## src/cpt_pkg.sv

```systemverilog
// Package for the closest-point-on-triangle block: widths, shared types and codes.
// Depends on nothing; every other file of the block refers to it by scoped names.
package cpt_pkg;

    localparam int COORD_BITS = 24;
    localparam int FRAC_BITS  = 24;
    localparam int EW         = COORD_BITS + 1;
    localparam int PW         = 2 * EW;
    localparam int DW         = PW + 2;
    localparam int HW         = DW / 2;
    localparam int QW         = 2 * DW + 2;
    localparam int FIFO_DEPTH = 4;
    localparam int FIFO_AW    = $clog2(FIFO_DEPTH);

    typedef logic signed [COORD_BITS-1:0] t_coord;
    typedef logic signed [EW-1:0]         t_diff;
    typedef logic signed [QW-1:0]         t_quad;
    typedef logic [FRAC_BITS:0]           t_frac;

    typedef enum logic [2:0] {
        RG_INTERIOR  = 3'd0,
        RG_HYP       = 3'd1,
        RG_HYP_V2    = 3'd2,
        RG_EDGE_T    = 3'd3,
        RG_CORNER_V0 = 3'd4,
        RG_EDGE_S    = 3'd5,
        RG_HYP_V1    = 3'd6
    } t_region;

    typedef struct packed {
        t_coord [2:0] v0;
        t_diff  [2:0] e0;
        t_diff  [2:0] e1;
    } t_geo;

    typedef struct packed {
        logic  live;
        t_quad num;
        t_quad den;
    } t_lane;

    typedef struct packed {
        t_geo    geo;
        t_region region;
        logic    t_from_s;
        t_lane   lane_s;
        t_lane   lane_t;
    } t_job;

    typedef struct packed {
        logic full;
        logic empty;
    } t_fifo_stat;

endpackage

```

## src/cpt_fifo.sv

```systemverilog
// Short job queue between the front and back pipelines of the closest-point block.
// Depends on cpt_pkg for the job and status types.
module cpt_fifo (
    input  logic                i_clk,
    input  logic                i_rst_n,
    input  logic                i_push,
    input  cpt_pkg::t_job       i_data,
    input  logic                i_pop,
    output cpt_pkg::t_job       o_data,
    output cpt_pkg::t_fifo_stat o_stat
);
    localparam int AW = cpt_pkg::FIFO_AW;
    localparam int NW = AW + 1;

    cpt_pkg::t_job r_mem[cpt_pkg::FIFO_DEPTH];
    logic [AW-1:0] r_wr, r_rd;
    logic [AW:0]   r_cnt;

    assign o_data       = r_mem[r_rd];
    assign o_stat.full  = r_cnt == NW'(cpt_pkg::FIFO_DEPTH);
    assign o_stat.empty = r_cnt == '0;

    always_ff @(posedge i_clk) begin
        if (!i_rst_n) begin
            r_wr  <= '0;
            r_rd  <= '0;
            r_cnt <= '0;
        end else begin
            if (i_push) begin
                r_wr <= r_wr + 1'b1;
            end
            if (i_pop) begin
                r_rd <= r_rd + 1'b1;
            end
            if (i_push && !i_pop) begin
                r_cnt <= r_cnt + 1'b1;
            end else if (i_pop && !i_push) begin
                r_cnt <= r_cnt - 1'b1;
            end
        end
    end

    always_ff @(posedge i_clk) begin
        if (i_push) begin
            r_mem[r_wr] <= i_data;
        end
    end

    a_no_overrun: assert property (@(posedge i_clk) disable iff (!i_rst_n)
        i_push |-> !o_stat.full) else $error("job pushed into a full queue");
    a_no_underrun: assert property (@(posedge i_clk) disable iff (!i_rst_n)
        i_pop |-> !o_stat.empty) else $error("job popped from an empty queue");
    a_count_up: assert property (@(posedge i_clk) disable iff (!i_rst_n)
        (i_push && !i_pop) |=> r_cnt == $past(r_cnt) + 1'b1)
        else $error("queue count did not follow a push");
endmodule

```

## config.mk

```make
export PLATFORM = sky130hd
export DESIGN_NAME = cpt_fifo
export DESIGN_NICKNAME = d
export VERILOG_FILES = /design/src/cpt_pkg.sv /design/src/cpt_fifo.sv
export SDC_FILE = /design/constraint.sdc
export NUM_CORES = 2
export LEC_CHECK = 0
export BUFFER_PORTS_ARGS = -buffer_cell sky130_fd_sc_hd__buf_2
export CORE_MARGIN = 10
export CORE_UTILIZATION = 30
export CTS_BUF_LIST = sky130_fd_sc_hd__clkbuf_8 sky130_fd_sc_hd__clkbuf_16
export DETAILED_ROUTE_END_ITERATION = 6
export PLACE_DENSITY = 0.47
export SYNTH_ARGS = -nofsm -noshare
export SYNTH_HDL_FRONTEND = slang
export SYNTH_SLANG_ARGS = --single-unit
```

## constraint.sdc

```tcl
create_clock -name i_clk -period 19.7 [get_ports i_clk]
set_input_delay 3.94 -clock i_clk [delete_from_list [all_inputs] [get_ports i_clk]]
set_output_delay 3.94 -clock i_clk [all_outputs]
set_load 0.005 [all_outputs]
```

==> metrics.txt <==
outcome completed; synth-to-layout area growth 22.4%; Rel. slew slack 0.267; Ys Warns 0; Initial Utilization 0.302; Core Util, Final 0.370; fin nets 5632; via count 44100; Die H 581 µm; Static Leak 38.1 nW; clk buf depth 4; Pwr Total 13.0 mW; I/O Buffers 1309; register bit count reported by yosys 2617; initial antenna violation count 247; Worst Setup End Kind output pin; GRT Total Usage 0.152; mapped cell area 94300 µm²; min-delay worst type reg2reg; worst r2r dst r_mem[3][497]; Pwr Density 113 nW/µm²; # Max-Cap Violations 0; Pre-Repair DR Iteration Count 5; drt wl/cell 28.3 µm; Setup Buffers After CTS 0; Synth top area share 0.830; Clk Latency, worst-skew pair 840 ps; Slowest cell on crit path dfxtp_4; CP most frequent cell buf_4; CTS buffer count 292; clk_skew 47.4 ps; Clock transition at path regs 60 ps; largest family of logic cells by synthesized area multiplexers; clk root buf clkbuf_16; DP HPWL 179 mm; R2R depth 6; cts-stage hold buffer count 0; die area 337000 µm²; RSZ-0062 raised after global routing no; mux cell area share after synthesis 0.156; final WL 266 mm; Synth Area in XOR/XNOR 0.000464; CTS tree done; Hold Crit Endpoint r_cnt[2]; area leader, netlist edfxtp_1; CP Class reg2out; WP data arrival 5620 ps; GRT overflow 0; final setup violation count 0; commonest cells after routing, fill and taps aside 2608 x edfxtp_1, 1309 x buf_2, 652 x mux4_2; Crit path largest cell delay 930 ps; Reg2Reg Setup Slack 14740 ps; sequential share of the synthesized area 0.832; hold path cells 2; worst-path cell chain buf_4 -> buf_12 -> buf_4 -> buf_4 -> mux4_2 -> buf_2; DRT iter0 DRCs 3003; crit start category register; Die Wd 581 µm; Hold Fails Final Rpt 0; Max Freq 105 MHz; post-synth cell types 21; Worst Path Required 15760 ps; Placed Cells 8816; fin crit period 9560 ps; most common cell after layout, fill and taps aside edfxtp_1; Routability Congestion 0.761; Tightest Pin Transition 1100 ps; final cell count without fillers 9400; worst IR drop on VDD 0.0000848 V; Max FO, Critical Path 117; I/O Pins 1310; fraction of layout cells with a size suffix above 1 0.467; H-tree levels 5; PostCTS Resize Cnt 0; Clock Sink Count 2617; adder-cell share of the synthesized area 0.000875; post-synthesis simple-gate area fraction 0.000968; syn_nets 4111; first-pass GRT wire length 371 mm; Hold Startpoint r_cnt[2]; vias in the first global route 46200; Mapped Cells 3449; fin crit share 0.485; top cells by area, synth edfxtp_1 83%, mux4_2 16%, buf_2 0.40%; pin count of the biggest net entering global routing 128; Slew Limit Fails 0; post-synthesis compound-gate area fraction 0.000133; # DRC 0; Core Area 312000 µm²; Rows 205; Via density 4.69; TNS Setup 0 ps; r2r startpoint r_wr[0]; syn_area_per_cell 27.3 µm²; Min Hold Slack 508 ps; post-route ant nets 0
[stage by stage]
stage,cell area [µm²],setup slack [ps]
after floorplan,94300,47.1
after global placement,106000,10870
after detailed placement,106000,10880
after CTS,115000,9960
after global routing,115000,9840
final,115000,10140
[Yosys cell counts (all sizes together)]
cell type	instances
or3	1
xnor2	2
mux4	652
clkbuf	12
buf	134
inv	4
ha	5
fa	1
and2	9
nor3	1
edfxtp	2608
nor2b	2
nor3b	1
a21boi	1
dfxtp	9
mux2i	2
o21ai	1
nand2	1
xor2	3
[cell families (layout without fill, tap and decap cells)]
group	Yosys count	in the layout
buffers and inverters	150	1905
adder cells (fa/ha/maj)	6	6
multiplexers	654	654
flip-flops	2617	2617
AO/OA/AOI/OAI	2	2
AND/OR/NAND/NOR	15	15
other	0	56
XOR/XNOR	5	5
[worst max-delay path by stage]
stage | start | to | slack, ps | depth (start not counted)
floorplan | i_push | r_mem[0][0] | 50 | 1
global placement | register | o_data[443] | 10870 | 6
detailed placement | register | o_data[440] | 10880 | 6
CTS | register | o_data[440] | 9960 | 6
global route | register | o_data[440] | 9840 | 6
finish | register | o_data[440] | 10140 | 6
[power by group]
group,leakage [nW],switching [mW],internal (mW)
clock network,4.89,2.23,3.11
registers,24.0,0.0570,6.41
logic,9.23,0.697,0.502
[layer usage]
metal | up-vias | global-route usage | wire [µm]
li1 | 18300 | - | -
met1 | 23300 | 0.180 | 101000
met2 | 1684 | 0.255 | 130000
met3 | 699 | 0.0625 | 25900
met4 | 130 | 0.0398 | 8130
met5 | - | 0 | 841
[worst max-delay path, delay by kind of cell, from the launching register on]
kind	cells	cell delay, ps
muxes	1	470
DFF	1	930
buffers and inverters	5	2990
[state kept, by name (all words and copies together), names as in the netlist, named ones only]
signal	flops
r_mem	2608
r_cnt	3
r_rd	2
r_wr	2
[layout make-up]
| class | count | area, µm² |
|---|---|---|
| Inverter | 4 | 15.0 |
| Clock inverter | 233 | 2150 |
| Sequential cell | 2617 | 78500 |
| Antenna cell | 56 | 140 |
| Timing Repair Buffer | 1373 | 7180 |
| Multi-Input combinational cell | 682 | 14900 |
| Fill cell | 28600 | 197000 |
| Clock buffer | 295 | 7380 |
| Tap cell | 4140 | 5180 |
Note: power is estimated with default switching activity, not from simulation.
